[config.mk]
export PLATFORM = sky130hd
export DESIGN_NAME = imu_frame_deframer
export DESIGN_NICKNAME = d
export VERILOG_FILES = /design/src/rtl/core/imufd_pkg.sv /design/src/rtl/core/imufd_frame.sv /design/src/rtl/core/imu_frame_deframer.sv
export SDC_FILE = /design/constraint.sdc
export NUM_CORES = 1
export LEC_CHECK = 0
export ABC_AREA = 1
export ABC_CLOCK_PERIOD_IN_PS = 8300
export BUFFER_PORTS_ARGS = -buffer_cell sky130_fd_sc_hd__buf_2
export CORE_ASPECT_RATIO = 1.1
export CORE_MARGIN = 4
export CORE_UTILIZATION = 57
export CTS_CLUSTER_DIAMETER = 30
export DETAILED_ROUTE_END_ITERATION = 12
export HOLD_SLACK_MARGIN = 0.15
export PLACE_DENSITY = 0.79
export REMOVE_ABC_BUFFERS = 1
export SYNTH_ARGS = -nofsm -noshare
export SYNTH_HDL_FRONTEND = slang
export SYNTH_SLANG_ARGS = --single-unit
[constraint.sdc]
create_clock -name i_clk -period 8.3 [get_ports i_clk]
set_input_delay 0.83 -clock i_clk [delete_from_list [all_inputs] [get_ports i_clk]]
set_output_delay 0.83 -clock i_clk [all_outputs]
set_load 0.005 [all_outputs]
[src/rtl/core/imufd_pkg.sv]
`default_nettype none

package imufd_pkg;

    localparam int unsigned CNT_W   = 4;
    localparam int unsigned DB_W    = 15;
    localparam int unsigned N_WORDS = 3;

    localparam logic [7:0]       SYNC_BYTE  = 8'h55;
    localparam logic [7:0]       TYPE_ACCEL = 8'h51;
    localparam logic [7:0]       TYPE_RATE  = 8'h52;
    localparam logic [7:0]       TYPE_ANGLE = 8'h53;
    localparam logic [7:0]       TYPE_FIELD = 8'h54;
    localparam logic [CNT_W-1:0] LAST_IDX   = 4'd10;  // count seen with the checksum byte
    localparam logic [DB_W-1:0]  DB_RESET   = 15'd31;

    typedef logic signed [15:0] t_word;
    typedef t_word t_triple [N_WORDS];

    // What the assembler reports about the byte sitting at its input
    typedef struct packed {
        logic                    last;    // byte is the checksum byte of an open frame
        logic                    sum_ok;  // byte matches the running sum
        logic [7:0]              ftype;
        logic [N_WORDS*16-1:0]   words;   // word k in bits [16k+15:16k]
    } t_frame_evt;

    // Zero a word whose magnitude is at or below the deadband
    function automatic t_word apply_deadband(input t_word w, input logic [DB_W-1:0] db);
        logic [16:0] mag;
        mag = w[15] ? (17'd0 - {w[15], w}) : {1'b0, w};
        return (mag <= {2'b00, db}) ? t_word'(0) : w;
    endfunction

endpackage

`default_nettype wire

[src/rtl/core/imufd_frame.sv]
`default_nettype none

module imufd_frame (
    input  wire logic             i_clk,
    input  wire logic             i_rst_n,
    input  wire logic             i_step,
    input  wire logic [7:0]       i_byte,
    output imufd_pkg::t_frame_evt o_evt
);
    import imufd_pkg::*;

    logic [CNT_W-1:0] r_count, n_count;
    logic [7:0]       r_sum, n_sum;
    logic [7:0]       r_store [1:7];

    always_comb begin
        n_count = r_count;
        n_sum   = r_sum;
        if (i_step) begin
            if (r_count == '0 && i_byte != SYNC_BYTE) begin
                n_count = r_count;
            end else if (r_count == LAST_IDX) begin
                n_count = '0;
                n_sum   = '0;
            end else begin
                n_count = r_count + 1'b1;
                n_sum   = r_sum + i_byte;
            end
        end
    end

    always_ff @(posedge i_clk) begin
        if (!i_rst_n) begin
            r_count <= '0;
            r_sum   <= '0;
        end else begin
            r_count <= n_count;
            r_sum   <= n_sum;
        end
    end

    // Only type and word bytes are kept; sync and fourth word feed the sum only
    always_ff @(posedge i_clk) begin
        for (int k = 1; k <= 7; k++) begin
            if (i_step && r_count == CNT_W'(k)) begin
                r_store[k] <= i_byte;
            end
        end
    end

    always_comb begin
        o_evt.last   = (r_count == LAST_IDX);
        o_evt.sum_ok = (r_sum == i_byte);
        o_evt.ftype  = r_store[1];
        for (int k = 0; k < N_WORDS; k++) begin
            o_evt.words[16*k +: 16] = {r_store[3 + 2*k], r_store[2 + 2*k]};
        end
    end

endmodule

`default_nettype wire

[src/rtl/core/imu_frame_deframer.sv]
// Path: o_out_valid rises once a frame's checksum byte has passed the input
// register, then the output register.
// Throughput: one byte per cycle; the input register stalls only when a
// finished angle frame meets a full output register that is not being taken.
// Reset (synchronous, active low): frame empty, running sum and all stored
// words zero, deadband 31, input and output registers empty.
`default_nettype none

module imu_frame_deframer (
    input  wire logic                        i_clk,
    input  wire logic                        i_rst_n,
    // byte request
    input  wire logic                        i_in_valid,
    output logic                             o_in_ready,
    input  wire logic [7:0]                  i_rx_byte,
    // configuration
    input  wire logic                        i_cfg_we,
    input  wire logic [imufd_pkg::DB_W-1:0]  i_cfg_wdata,
    // result request
    output logic                             o_out_valid,
    input  wire logic                        i_out_ready,
    output imufd_pkg::t_word                 o_accel_x,
    output imufd_pkg::t_word                 o_accel_y,
    output imufd_pkg::t_word                 o_accel_z,
    output imufd_pkg::t_word                 o_rate_x,
    output imufd_pkg::t_word                 o_rate_y,
    output imufd_pkg::t_word                 o_rate_z,
    output imufd_pkg::t_word                 o_roll_raw,
    output imufd_pkg::t_word                 o_pitch_raw,
    output imufd_pkg::t_word                 o_yaw_raw,
    output imufd_pkg::t_word                 o_field_x,
    output imufd_pkg::t_word                 o_field_y,
    output imufd_pkg::t_word                 o_field_z
);
    import imufd_pkg::*;

    // Input register: one byte waiting to be processed
    logic       r_in_valid;
    logic [7:0] r_in_byte;

    logic [DB_W-1:0] r_deadband;

    t_triple r_accel, r_rate, r_angle, r_field;
    t_triple n_accel, n_rate, n_angle, n_field;

    // Output register
    logic    r_out_valid;
    t_word   r_out [12];

    t_frame_evt w_evt;
    logic       w_good;   // checksum byte of a frame with a matching sum
    logic       w_emit;   // processing this byte produces a result
    logic       w_adv;    // processing this byte now
    t_triple    w_new;

    imufd_frame u_frame (
        .i_clk   (i_clk),
        .i_rst_n (i_rst_n),
        .i_step  (w_adv),
        .i_byte  (r_in_byte),
        .o_evt   (w_evt)
    );

    always_comb begin
        for (int k = 0; k < N_WORDS; k++) begin
            w_new[k] = t_word'(w_evt.words[16*k +: 16]);
        end
    end

    assign w_good = w_evt.last && w_evt.sum_ok;
    assign w_emit = w_good && (w_evt.ftype == TYPE_ANGLE);
    // Hold the byte only if it would emit into an occupied output register that is not being taken
    assign w_adv  = r_in_valid && (!w_emit || !r_out_valid || i_out_ready);

    assign o_in_ready = !r_in_valid || w_adv;

    always_ff @(posedge i_clk) begin
        if (!i_rst_n) begin
            r_in_valid <= 1'b0;
        end else if (o_in_ready) begin
            r_in_valid <= i_in_valid;
        end
    end

    always_ff @(posedge i_clk) begin
        if (o_in_ready && i_in_valid) begin
            r_in_byte <= i_rx_byte;
        end
    end

    always_ff @(posedge i_clk) begin
        if (!i_rst_n) begin
            r_deadband <= DB_RESET;
        end else if (i_cfg_we) begin
            r_deadband <= i_cfg_wdata;
        end
    end

    // Replace the word set named by the frame type; unknown types drop
    always_comb begin
        n_accel = r_accel;
        n_rate  = r_rate;
        n_angle = r_angle;
        n_field = r_field;
        if (w_adv && w_good) begin
            case (w_evt.ftype)
                TYPE_ACCEL: n_accel = w_new;
                TYPE_RATE:  n_rate  = w_new;
                TYPE_ANGLE: n_angle = w_new;
                TYPE_FIELD: n_field = w_new;
                default:    n_accel = r_accel;
            endcase
        end
    end

    always_ff @(posedge i_clk) begin
        if (!i_rst_n) begin
            for (int k = 0; k < N_WORDS; k++) begin
                r_accel[k] <= '0;
                r_rate[k]  <= '0;
                r_angle[k] <= '0;
                r_field[k] <= '0;
            end
        end else begin
            r_accel <= n_accel;
            r_rate  <= n_rate;
            r_angle <= n_angle;
            r_field <= n_field;
        end
    end

    always_ff @(posedge i_clk) begin
        if (!i_rst_n) begin
            r_out_valid <= 1'b0;
        end else if (w_adv && w_emit) begin
            r_out_valid <= 1'b1;
        end else if (i_out_ready) begin
            r_out_valid <= 1'b0;
        end
    end

    // Capture the result: new angle words, stored words of the other kinds, deadband applied to accel x and y
    always_ff @(posedge i_clk) begin
        if (w_adv && w_emit) begin
            r_out[0] <= apply_deadband(r_accel[0], r_deadband);
            r_out[1] <= apply_deadband(r_accel[1], r_deadband);
            r_out[2] <= r_accel[2];
            for (int k = 0; k < N_WORDS; k++) begin
                r_out[3 + k] <= r_rate[k];
                r_out[6 + k] <= w_new[k];
                r_out[9 + k] <= r_field[k];
            end
        end
    end

    assign o_out_valid = r_out_valid;
    assign o_accel_x   = r_out[0];
    assign o_accel_y   = r_out[1];
    assign o_accel_z   = r_out[2];
    assign o_rate_x    = r_out[3];
    assign o_rate_y    = r_out[4];
    assign o_rate_z    = r_out[5];
    assign o_roll_raw  = r_out[6];
    assign o_pitch_raw = r_out[7];
    assign o_yaw_raw   = r_out[8];
    assign o_field_x   = r_out[9];
    assign o_field_y   = r_out[10];
    assign o_field_z   = r_out[11];

    // A finished angle frame always lands in the output register
    a_emit_lands: assert property (@(posedge i_clk) disable iff (!i_rst_n)
        w_adv && w_emit |=> o_out_valid)
        else $error("emitted result did not reach output register");

    // Never overwrite a result that is still waiting
    a_no_overwrite: assert property (@(posedge i_clk) disable iff (!i_rst_n)
        r_out_valid && !i_out_ready |-> !(w_adv && w_emit))
        else $error("waiting result overwritten");

    // A held byte blocks new requests
    a_in_hold: assert property (@(posedge i_clk) disable iff (!i_rst_n)
        r_in_valid && !w_adv |-> !o_in_ready)
        else $error("input register overwritten while held");

endmodule

`default_nettype wire

# Word level (Yosys, flattened, before mapping)
# Memories as Yosys holds them, arrays and structs flattened.
# Cells that the tools add are included.
[op_classes]
reduce_logical = 32
addsub = 4
muxes = 42
eq_ne = 14
bitwise_logic = 1
magnitude_cmp = 2
[op_table]
columns = ["op", "count"]
rows = [
  ["$mux W8", 7],
  ["$reduce_or A8 Y1", 6],
  ["$le A17 B15 Y1", 2],
  ["$mux W17", 2],
  ["$sub A1 B16 Y17 const A", 2],
  ["$eq A8 B7 Y1 const B", 4],
  ["$mux W16", 2],
  ["$mux W1", 24],
  ["$mux W3", 6],
  ["$eq A4 B3 Y1 const B", 4],
  ["$logic_and A1 B1 Y1", 14],
  ["$add A8 B8 Y8", 1],
  ["$eq A4 B2 Y1 const B", 2],
  ["$eq A8 B8 Y1", 1],
  ["$ne A8 B7 Y1 const B", 1],
  ["$reduce_and A2 Y1", 4],
  ["$add A4 B1 Y4 const B", 1],
  ["$eq A4 B1 Y1 const B", 1],
  ["$eq A4 B4 Y1 const B", 1],
  ["$logic_not A4 Y1", 1],
  ["$mux W4", 1],
  ["$logic_not A1 Y1", 3],
  ["$logic_or A1 B1 Y1", 3],
  ["$reduce_bool A2 Y1", 1],
  ["$not A1 Y1", 1],
]
[word_totals]
inputBits = 28
register_bits = 181
ramBits = 248
word_cells = 112
n_memories = 2
output_inout_bits = 194
[mem_list]
columns = ["name", "words", "word_bits", "read_ports", "rd_clocked_by_memory_dff", "wr", "line", "text"]
rows = [
  ["r_out", 12, 16, 12, 0, 12, "imu_frame_deframer.sv:48", "t_word r_out [12];"],
  ["u_frame.r_store", 7, 8, 7, 0, 1, "imufd_frame.sv:14", "logic [7:0] r_store [1:7];"],
]

# Longest topological paths before layout
# Gate-level depths: netlist of run 1.
[depth]
ltp_word = 17
depth_mapped = 19
mapped_depth_nobuf = 18

# Cells and area by module
# A second synthesis of run 1 with hierarchy kept.
[unflattened]
cells_unflattened = 1486
hier_area_um2 = 16209.3
[modules_own_cells]
columns = ["mod", "seq_area_each_um2", "cells_each", "area_each_um2", "n_inst"]
rows = [
  ["imu_frame_deframer", 9228.9, 1279, 13516.7, 1],
  ["imufd_frame", 1921.8, 207, 2692.6, 1],
]

# Worst setup path before layout of run 1
# Ideal clock, no wire load.
[synth_path]
kind = "flip-flop to flip-flop"
startpoint = "register r_in_byte[2]"
endpoint = "memory r_out[0][0] in the netlist's numbering, enable pin"
path_buffers = 1
setup_slack_ps = 2406
setup_time_ps = 544
arrival_ps = 5350
path_stages_with_launch = 13
required_time_ps = 7756
period_less_slack_ps = 5894
path_cell_list = "edfxtp_1 > ha_1 > buf_2 > clkinv_1 > nand2_1 > nor2_1 > nand2_1 > nor2_4 > nand2_2 > nand2_1 > inv_1 > nand3b_1 > inv_1"
[synth_lines]
columns = ["element", "line", "text"]
rows = [
  ["start, declared", "imu_frame_deframer.sv:39", "logic [7:0] r_in_byte;"],
  ["start signal, assigned", "imu_frame_deframer.sv:87", "r_in_byte <= i_rx_byte;"],
  ["end, declared", "imu_frame_deframer.sv:48", ""],
]

==> results.sh, run 1 <==
export IMPL_timing_rr_start="r_in_byte[2]"
export IMPL_period_share=0.492
export IMPL_synthCells=1689
export IMPL_status="finished clean"
export IMPL_start_kind="register"
export IMPL_leakagePower_nw=8.94
export IMPL_htree_levels=3
export IMPL_comb_power_share=0.013
export IMPL_ctsResizeCount=0
export IMPL_antenna_cells=0
export IMPL_vdd_drop_max_v=0.000202
export IMPL_drcViolationCount=0
export IMPL_dp_cells=2222
export IMPL_dieArea_mm2=0.0324
export IMPL_fp_dieH_um=188
export IMPL_p_switching_mw=1.12
export IMPL_synth_area_per_cell_um2=9.98
export IMPL_r2r_slack_ns=4.21
export IMPL_startpoint="r_in_byte[2]"
export IMPL_min_path_cells=0
export IMPL_vias=12198
export IMPL_cts_buffer_depth=3
export IMPL_num_rows=65
export IMPL_postRouteAntennaNets=0
export IMPL_worst_path_max_fanout=106
export IMPL_clk_pin_slew_ns=0.06
export IMPL_yosysTopAreaCell="edfxtp_1"
export IMPL_overflow=0
export IMPL_fin_worst_skew_ns=0.0303
export IMPL_slew_viol_final=0
export IMPL_grt_pass1_wl_mm=63.9
export IMPL_synth_common_cells="408 x nand2_1, 301 x nor2_1, 256 x edfxtp_1, 200 x inv_1, 173 x dfxtp_1"
export IMPL_tritoncts="yes"
export IMPL_finalNetCount=1994
export IMPL_grt_pass1_vias=12192
export IMPL_fin_tns_setup_ns=0
export IMPL_cts_made_buffers=70
export IMPL_yosys_warnings=0
export IMPL_start_util=0.582
export IMPL_drv_cap=0
export IMPL_fmax_mhz=245
export IMPL_synthFlopType="edfxtp_1"
export IMPL_drive_above_1_share=0.182
export IMPL_post_cts_buffers=0
export IMPL_io_buffers=221
export IMPL_finalHoldViolations=0
export IMPL_yosysSeqAreaShare=0.662
export IMPL_worst_path_largest_cell_delay_ns=0.97
export IMPL_slowest_stage="buf_4"
export IMPL_gr_usage_all_layers=0.248
export IMPL_ys_seq_elements=429
export IMPL_cts_root_buffer="clkbuf_16"
export IMPL_clk_latency_ns=0.57
export IMPL_path_cells="ha_1 > clkinv_1 > nand2_1 > nor2_1 > nand2_1 > nor2_4 > nand2_2 > nand2_1 > inv_1 > nand3b_1 > inv_8 > buf_4"
export IMPL_gp_congestion=0.884
export IMPL_cts_hold_buf=0
export IMPL_viasPerCell=5.19
export IMPL_p_int_mw=4.19
export IMPL_synthTopCellsByArea="edfxtp_1 46%, dfxtp_1 21%, nand2_1 9.1%, nor2_1 6.7%, inv_1 4.5%"
export IMPL_synth_enable_flop_cells=256
export IMPL_drt_total_wl_mm=40.6
export IMPL_holdWs_ns=0.408
export IMPL_worstSetupPathType="register to register"
export IMPL_drt_iter0_drc=1069
export IMPL_pin_count=222
export IMPL_critPathCaptureType="register"
export IMPL_rr_worst_depth=12
export IMPL_setup_viol_count_final=0
export IMPL_fin_cells=2351
export IMPL_worstHoldPathType="register to register"
export IMPL_seqPwrFrac=0.426
export IMPL_cpMostUsedCell="nand2_1"
export IMPL_cts_sinks=429
export IMPL_tightest_slew_ns=1.20
export IMPL_yosysMostFrequentCell="nand2_1"
export IMPL_relSlewSlack=0.192
export IMPL_wl_per_cell_um=17.3
export IMPL_core_mm2=0.0290
export IMPL_holdCritStartpoint="r_field[8]"
export IMPL_p_clk_frac=0.561
export IMPL_required_ns=8.47
export IMPL_r2r_end="r_out[2][53]"
export IMPL_antenna_found_initial=0
export IMPL_ys_types=36
export IMPL_synth_top_area_share=0.456
export IMPL_whs_endpoint="r_out[2][56]"
export IMPL_power_density_mw_per_mm2=258
export IMPL_arrival_ns=4.25
export IMPL_rsz0062_at_grt="no"
export IMPL_swShare=0.210
export IMPL_async_reset_ff_frac=0
export IMPL_area_growth_pct=22.3
export IMPL_die_x_um=172
export IMPL_first_pass_iters=5
export IMPL_grt_max_degree=107
export IMPL_synth_area_mm2=0.0169
export IMPL_finalCriticalPeriod_ns=4.09
export IMPL_dpl_hpwl_mm=25.7
critical path: cells and delay by family, from the launching register on:
kind                     cells  cell delay (ns)
buffers and inverters        4             1.78
AND/OR/NAND/NOR              7             0.79
flip-flops                   1             0.54
adder cells (fa/ha/maj)      1             0.50
through the flow:
stage | setup WS [ns] | cell area, um^2 | util | power [mW]
floorplan | 2.41 | 16500 | - | 2.34
global placement | 4.33 | 18100 | 0.627 | 2.37
detailed placement | 4.21 | 18100 | 0.627 | 2.37
CTS | 4.13 | 20600 | 0.712 | 5.34
finish | 4.21 | 20600 | 0.712 | 5.31
global route | 3.91 | 20600 | 0.712 | 5.46
cell usage in the layout (no fill, tap or decap), drive strengths merged:
cell type	instances
nand2	411
o22ai	1
nor2	303
bufinv	7
nand3b	1
ha	39
nand2b	1
nand3	25
fa	1
or2	2
o31ai	1
xnor2	1
inv	215
nor3b	1
nor4	1
nor3	63
a21o	1
a21oi	59
buf	231
dfxtp	173
clkinv	18
xor2	27
nand4	18
a21boi	2
edfxtp	256
o211ai	1
clkbuf	88
clkinvlp	5
a31oi	1
o21ai	30
state kept, by name, summed over array words and instances, names as in the netlist:
| register | cells |
|---|---|
| r_deadband | 15 |
| r_rate | 48 |
| r_in_byte | 8 |
| r_accel | 48 |
| r_out | 192 |
| u_frame.r_count | 4 |
| r_in_valid | 1 |
| o_out_valid | 1 |
| r_field | 48 |
| u_frame.r_sum | 8 |
| u_frame.r_store | 56 |
power groups by stage:
stage	Sequential [mW]	Combinational, mW	Clock [mW]
2_1_floorplan	2.30	0.0370	0
3_3_place_gp	2.30	0.0674	0
3_5_place_dp	2.31	0.0692	0
4_1_cts	2.26	0.0696	3.01
5_1_grt	2.26	0.0790	3.11
6_report	2.26	0.0700	2.98
how the worst max path moves through the flow:
stage | endpoint | slack, ns | depth (start not counted)
floorplan | r_out[0][0] | 2.41 | 11
global placement | r_out[0][54] | 4.33 | 12
detailed placement | r_out[1][49] | 4.21 | 12
CTS | r_out[2][36] | 4.13 | 12
global route | r_out[0][47] | 3.91 | 12
finish | r_out[2][53] | 4.21 | 12
layer usage:
metal | vias to the layer above | track usage | wire length, um
li1 | 5894 | - | -
met1 | 5701 | 0.322 | 16500
met2 | 490 | 0.407 | 19800
met3 | 113 | 0.0504 | 2810
met4 | 0 | 0.102 | 1500
met5 | - | 0 | 0
logic make-up (layout without fill, tap and decap cells):
logic type	after synthesis	in the layout	share of synthesized area
AOI/OAI and AO/OA	96	96	0.0294
xor gates and xnor gates	28	28	0.0146
adders and majority gates	40	40	0.0301
buffers and inverters	270	564	0.0678
DFF	429	429	0.662
and+or+nand+nor	826	826	0.197
final cells by class:
class | count | area, um^2
sequential | 429 | 11200
fill | 1947 | 8340
multi-input combinational | 990 | 4580
clock buffer | 88 | 1950
timing repair buffer | 231 | 1180
inverter | 204 | 773
clock inverter | 41 | 508
tap | 368 | 460
(Power assumes the default switching activity.)
==> inputs of run 2 (changes only) <==
--- a/config.mk
+++ b/config.mk
@@ -5,16 +5,16 @@
 export SDC_FILE = /design/constraint.sdc
 export NUM_CORES = 1
 export LEC_CHECK = 0
-export ABC_AREA = 1
-export ABC_CLOCK_PERIOD_IN_PS = 8300
+export ABC_AREA = 0
+export ABC_CLOCK_PERIOD_IN_PS = 3300
 export BUFFER_PORTS_ARGS = -buffer_cell sky130_fd_sc_hd__buf_2
 export CORE_ASPECT_RATIO = 1.1
 export CORE_MARGIN = 4
-export CORE_UTILIZATION = 57
+export CORE_UTILIZATION = 51
 export CTS_CLUSTER_DIAMETER = 30
 export DETAILED_ROUTE_END_ITERATION = 12
 export HOLD_SLACK_MARGIN = 0.15
-export PLACE_DENSITY = 0.79
+export PLACE_DENSITY = 0.75
 export REMOVE_ABC_BUFFERS = 1
 export SYNTH_ARGS = -nofsm -noshare
 export SYNTH_HDL_FRONTEND = slang
==> constraint.sdc (replaced) <==
create_clock -name i_clk -period 3.3 [get_ports i_clk]
set_input_delay 0.33 -clock i_clk [delete_from_list [all_inputs] [get_ports i_clk]]
set_output_delay 0.33 -clock i_clk [all_outputs]
set_load 0.005 [all_outputs]
==> run 2 against run 1 <==
  * Sequential cell count is the same
  * Highest routed layer unchanged
  * Synthesized cell count shrank 23%
  * Area after synthesis shrank 4.4%
  * Register-to-register slack lost 4.1 ns
  * Via count shrank 9.1%
  * Worst hold slack lost 0.13 ns
  * Sequential power grew to 2.5 times the previous value
  * Non-clock buffer count grew 59
==> results.sh, run 2 <==
export IMPL_vdd_drop_max_v=0.000425
export IMPL_gp_congestion=0.892
export IMPL_antenna_found_initial=0
export IMPL_overflow=0
export IMPL_synthTopCellsByArea="edfxtp_1 48%, dfxtp_1 21%, nand2_1 5.2%, ha_1 3.0%, nand3_2 2.5%"
export IMPL_cts_buffer_depth=3
export IMPL_drt_total_wl_mm=37.8
export IMPL_yosys_warnings=0
export IMPL_synth_simple_area_share=0.142
export IMPL_wl_per_cell_um=18.2
export IMPL_start_kind="register"
export IMPL_drv_cap=0
export IMPL_synth_area_mm2=0.0161
export IMPL_cts_sinks=429
export IMPL_htree_levels=3
export IMPL_area_growth_pct=28.8
export IMPL_path_cells="nor4_2 > nand2_1 > o31ai_1 > xnor2_1 > ha_1 > and4_1 > o31ai_1 > a2111oi_1 > o31ai_2 > buf_4 > a21boi_1"
export IMPL_fp_dieH_um=194
export IMPL_synth_adder_area_share=0.0315
export IMPL_rr_worst_depth=11
export IMPL_async_reset_ff_frac=0
export IMPL_crit_family="compound AO/OA/AOI/OAI gates"
export IMPL_antenna_cells=0
export IMPL_first_pass_iters=5
export IMPL_synth_common_cells="256 x edfxtp_1, 224 x nand2_1, 173 x dfxtp_1, 70 x nand3_1, 68 x o21ai_0"
export IMPL_core_mm2=0.0313
export IMPL_crit_buf_inv=1
export IMPL_grtUsageMet2=0.372
export IMPL_gr_usage_met1=0.268
export IMPL_status="finished clean"
export IMPL_yosysTopAreaCell="edfxtp_1"
export IMPL_use_met3=0.0407
export IMPL_tightest_slew_ns=0.746
export IMPL_layout_common_cells="256 x edfxtp_1, 224 x nand2_1, 220 x buf_2"
export IMPL_setup_viol_count_final=0
export IMPL_min_path_cells=2
export IMPL_drcViolationCount=0
export IMPL_r2r_slack_ns=0.14
export IMPL_grt_pass1_wl_mm=59.0
export IMPL_synth_area_per_cell_um2=12.4
export IMPL_layout_setup_ws_ns=0.142
export IMPL_synthCells=1298
export IMPL_critPathCaptureType="register"
export IMPL_fmax_mhz=317
export IMPL_drt_iter0_drc=768
export IMPL_yosysSeqAreaShare=0.692
export IMPL_vias=11084
export IMPL_finalCriticalPeriod_ns=3.16
export IMPL_leakagePower_nw=7.40
export IMPL_post_cts_buffers=0
export IMPL_io_buffers=221
export IMPL_synth_compound_area_frac=0.0812
export IMPL_finalHoldViolations=0
export IMPL_cts_made_buffers=75
export IMPL_place_area_mm2=0.0179
export IMPL_postRouteAntennaNets=0
export IMPL_finalInstanceArea_mm2=0.0208
export IMPL_final_common_cell="edfxtp_1"
export IMPL_timing_rr_start="r_accel[18]"
export IMPL_dp_worst_setup_slack_ns=0.106
export IMPL_synth_top_family_by_area="simple AND/OR/NAND/NOR gates"
export IMPL_cts_root_buffer="clkbuf_16"
export IMPL_worst_path_largest_cell_delay_ns=0.50
export IMPL_clk_latency_ns=0.57
export IMPL_finalNetCount=1660
export IMPL_yosysMostFrequentCell="edfxtp_1"
export IMPL_ys_seq_elements=429
export IMPL_required_ns=3.70
export IMPL_slew_viol_final=0
export IMPL_holdCritStartpoint="i_cfg_we"
export IMPL_top_regs="r_out x192, u_frame.r_store x56"
export IMPL_r2r_end="r_out[0][27]"
export IMPL_dieArea_mm2=0.0345
export IMPL_synthMuxAreaShare=0.00683
export IMPL_gr_usage_all_layers=0.215
export IMPL_drive_above_1_share=0.277
export IMPL_worstHoldPathType="input pin to register"
export IMPL_pin_count=222
export IMPL_slowest_stage="a2111oi_1"
export IMPL_synth_enable_flop_cells=256
export IMPL_regMostFlops="r_out"
export IMPL_clk_pin_slew_ns=0.05
export IMPL_grt_busiest_layer="met2"
export IMPL_period_share=0.957
export IMPL_tritoncts="yes"
export IMPL_worst_path_max_fanout=8
export IMPL_grt_pass1_vias=11012
export IMPL_die_x_um=178
export IMPL_worstSetupPathType="register to register"
export IMPL_synth_top_area_share=0.477
export IMPL_relSlewSlack=0.502
export IMPL_cpMostUsedCell="o31ai_1"
export IMPL_dpl_hpwl_mm=23.5
export IMPL_fin_worst_skew_ns=0.0330
export IMPL_whs_endpoint="r_deadband[3]"
export IMPL_fin_tns_setup_ns=0
export IMPL_start_util=0.515
export IMPL_largest_register_ffs=192
export IMPL_ys_types=58
export IMPL_synth_xor_area_frac=0.0185
export IMPL_power_density_mw_per_mm2=657
export IMPL_num_rows=68
export IMPL_arrival_ns=3.56
export IMPL_viasPerCell=5.34
export IMPL_grt_max_degree=138
export IMPL_synthFlopType="edfxtp_1"
-- run 2: worst max path at each step --
stage,startpoint,end,slack (ns),cells past startpoint
final,r_accel[18],r_out[0][27],0.14,11
after global routing,r_accel[18],r_out[0][31],-0.03,11
after detailed placement,r_accel[36],r_out[0][12],0.11,12
after CTS,r_accel[39],r_out[0][12],0.04,11
after floorplan,u_frame.r_count[1],r_out[0][0],-17.65,3
after global placement,r_accel[22],r_out[0][18],0.19,12
-- run 2: cells by family after synthesis --
| kind of cell | after synthesis |
|---|---|
| AO/OA/AOI/OAI | 232 |
| multiplexers | 11 |
| XOR/XNOR | 34 |
| AND/OR/NAND/NOR | 449 |
| buffers and inverters | 103 |
| adder cells (fa/ha/maj) | 40 |
| flip-flops | 429 |
-- run 2: repair_timing --
action                                  4_1_cts  5_1_grt
hold buffers                                 25        0
endpoints found under the hold margin        25        0
gates resized for setup                       0       18
endpoints found under the setup margin        0       32
-- run 2: worst reg2reg max path: cells and delay by family (launching register included) --
family                   cells  cell delay, ns
XOR/XNOR                     1            0.14
buffers and inverters        1            0.20
AO/OA/AOI/OAI                5            1.19
adder cells (fa/ha/maj)      1            0.31
AND/OR/NAND/NOR              3            0.80
flip-flops                   1            0.37
-- run 2: cell type report --
| cell class | instances | area, um^2 |
|---|---|---|
| Timing Repair Buffer | 290 | 1780 |
| Multi-Input combinational cell | 766 | 4610 |
| Fill cell | 2305 | 10500 |
| Clock buffer | 88 | 1990 |
| Sequential cell | 429 | 11200 |
| Inverter | 30 | 113 |
| Tap cell | 420 | 526 |
| Clock inverter | 52 | 598 |
-- run 2: layer usage --
metal / part of all wire / routed length [um]
met2: 0.51 / 19300
met1: 0.40 / 15200
met5: 0 / 0
met4: 0.029 / 1100
met3: 0.058 / 2180
-- run 2: power breakdown --
part / switching (mW) / leakage, nW / internal, mW
clock: 2.69 / 1.23 / 5.02
sequential: 0.0126 / 3.53 / 5.66
combinational: 0.169 / 2.64 / 0.0906
-- run 2: stage by stage --
stage               total power, mW  hold WS [ns]  cells   util
floorplan                      5.87         0.392   1225      -
detailed placement             6.01         0.415   1909  0.570
global placement               6.00         0.411   1909  0.570
finish                         13.6         0.279   2075  0.663
CTS                            13.7         0.255   2074  0.661
global route                   14.0         0.283   2075  0.663
==> inputs of run 3 (changes only) <==
--- a/config.mk
+++ b/config.mk
@@ -5,16 +5,16 @@
 export SDC_FILE = /design/constraint.sdc
 export NUM_CORES = 1
 export LEC_CHECK = 0
-export ABC_AREA = 0
+export ABC_AREA = 1
 export ABC_CLOCK_PERIOD_IN_PS = 3300
 export BUFFER_PORTS_ARGS = -buffer_cell sky130_fd_sc_hd__buf_2
 export CORE_ASPECT_RATIO = 1.1
 export CORE_MARGIN = 4
-export CORE_UTILIZATION = 51
+export CORE_UTILIZATION = 52
 export CTS_CLUSTER_DIAMETER = 30
 export DETAILED_ROUTE_END_ITERATION = 12
 export HOLD_SLACK_MARGIN = 0.15
-export PLACE_DENSITY = 0.75
+export PLACE_DENSITY = 0.78
 export REMOVE_ABC_BUFFERS = 1
 export SYNTH_ARGS = -nofsm -noshare
 export SYNTH_HDL_FRONTEND = slang
==> run 3 against run 2 <==
  * Final cell count rose by 18%
  * Fmax up 6.3%
  * Largest power group unchanged
  * Global-route usage increased by 1.3 points
  * Non-clock buffer count fell by 3
  * Sequential share of layout area down 1.0 points
  * Sequential power about the same
==> results.sh, run 3 (same netlist as run 1, synthesis figures left out) <==
export IMPL_tritoncts="yes"
export IMPL_fin_cells=2458
export IMPL_drt_iter0_drc=837
export IMPL_path_cells="inv_1 > ha_1 > nand2_1 > nor2_2 > nand4_1 > o31ai_2 > buf_4 > nand2_1 > nand2_1 > nand2_1 > ha_1 > nand2_1 > inv_1 > nand2_1 > nor3b_2 > o21ai_0 > nand2_1 > nand2_1 > buf_4 > a21oi_1"
export IMPL_gr_usage_all_layers=0.228
export IMPL_die_x_um=180
export IMPL_layout_common_cells="408 x nand2_1, 300 x nor2_1, 256 x edfxtp_1"
export IMPL_io_buffers=221
export IMPL_worst_path_largest_cell_delay_ns=0.30
export IMPL_leakagePower_nw=9.62
export IMPL_wl_met3_mm=2.81
export IMPL_start_kind="register"
export IMPL_clk_latency_ns=0.57
export IMPL_drt_total_wl_mm=41.1
export IMPL_cts_made_buffers=69
export IMPL_cpMostUsedCell="nand2_1"
export IMPL_num_rows=68
export IMPL_drive_above_1_share=0.189
export IMPL_drt_met1_wl_mm=16.8
export IMPL_dieArea_mm2=0.0354
export IMPL_start_util=0.533
export IMPL_worstSetupPathType="register to register"
export IMPL_postRouteAntennaNets=0
export IMPL_tightest_slew_ns=1.07
export IMPL_grt_pass1_wl_mm=64.8
export IMPL_fin_total_pwr_mw=13.1
export IMPL_fin_worst_skew_ns=0.0305
export IMPL_clk_pin_slew_ns=0.05
export IMPL_antenna_found_initial=1
export IMPL_htree_levels=3
export IMPL_cts_root_buffer="clkbuf_16"
export IMPL_vias=12256
export IMPL_wl_per_cell_um=16.7
export IMPL_largest_register_ffs=192
export IMPL_fmax_mhz=337
export IMPL_finalNetCount=2049
export IMPL_slew_viol_final=0
export IMPL_rsz0062_at_grt="yes"
export IMPL_vdd_drop_max_v=0.000460
export IMPL_grt_max_degree=83
export IMPL_dpl_hpwl_mm=25.9
export IMPL_overflow=0
export IMPL_fp_dieH_um=197
export IMPL_fin_tns_setup_ns=0
export IMPL_cts_buffer_depth=3
export IMPL_core_mm2=0.0317
export IMPL_critPathCaptureType="register"
export IMPL_worst_path_max_fanout=16
export IMPL_grt_pass1_vias=12239
export IMPL_arrival_ns=3.34
export IMPL_dr_max_layer_used="met4"
export IMPL_holdWs_ns=0.236
export IMPL_met2WireLength_mm=19.9
export IMPL_gp_congestion=0.891
export IMPL_first_pass_iters=5
export IMPL_dp_cells=2296
export IMPL_required_ns=3.67
export IMPL_power_density_mw_per_mm2=617
export IMPL_regMostFlops="r_out"
export IMPL_period_share=0.900
export IMPL_drv_cap=0
export IMPL_pin_count=222
export IMPL_worstHoldPathType="input pin to register"
export IMPL_setup_viol_count_final=0
export IMPL_viasPerCell=4.99
export IMPL_finalHoldViolations=0
export IMPL_status="finished clean"
export IMPL_relSlewSlack=0.283
export IMPL_slowest_stage="dfxtp_1"
export IMPL_top_regs="r_out x192, u_frame.r_store x56"
export IMPL_area_growth_pct=25.6
export IMPL_cts_sinks=429
export IMPL_final_common_cell="nand2_1"
export IMPL_drcViolationCount=0
export IMPL_finalCriticalPeriod_ns=2.97
## run 3: repair_timing
action	CTS	global route
setup endpoints to repair	0	32
hold buffers	34	0
resized for setup	0	5
setup buffers	0	0
hold endpoints to repair	25	0
## run 3: final timing paths
kind	slack, ns	from	depth (start not counted)	end
setup / recovery	0.33	r_accel[16]	20	r_out[0][20]
hold / removal	0.24	i_rst_n	3	r_rate[34]
setup reg to reg	0.33	r_accel[16]	20	r_out[0][20]
hold reg to reg	0.42	r_rate[8]	0	r_out[1][24]
## run 3: power breakdown
group | leakage (nW) | total (mW) | internal [mW] | switching [mW]
logic | 4.61 | 0.260 | 0.0935 | 0.166
clock network | 1.12 | 7.12 | 4.60 | 2.52
registers | 3.88 | 5.67 | 5.66 | 0.0124
total | 9.62 | 13.1 | 10.4 | 2.70
## run 3: layout make-up
class                           instances  area (um^2)
Fill cell                            2361        10500
Timing Repair Buffer                  287         1790
Sequential cell                       429        11200
Clock inverter                         44          489
Antenna cell                            1         2.50
Inverter                              204          773
Clock buffer                           83         1850
Tap cell                              420          526
Multi-Input combinational cell        990         4600
## run 3: per-layer routing
metal	up-vias	global-route usage
met4	0	0.103
met5	-	0
met1	5712	0.275
met3	117	0.0581
li1	6002	-
met2	425	0.389
## run 3: critical path: cells and delay by family, from the launching register on
| family | cells | cell delay [ns] |
|---|---|---|
| and+or+nand+nor | 11 | 0.98 |
| buffers and inverters | 4 | 0.54 |
| AOI/OAI and AO/OA | 3 | 0.49 |
| adders and majority gates | 2 | 0.47 |
| DFF | 1 | 0.30 |
## run 3: per-stage QoR
step | instance area (um^2) | util | setup slack, ns
after floorplan | 16500 | - | -2.59
after global placement | 18500 | 0.584 | 0.339
after detailed placement | 18500 | 0.584 | 0.270
after CTS | 21200 | 0.669 | 0.214
after global routing | 21200 | 0.669 | -0.00905
final | 21200 | 0.669 | 0.329
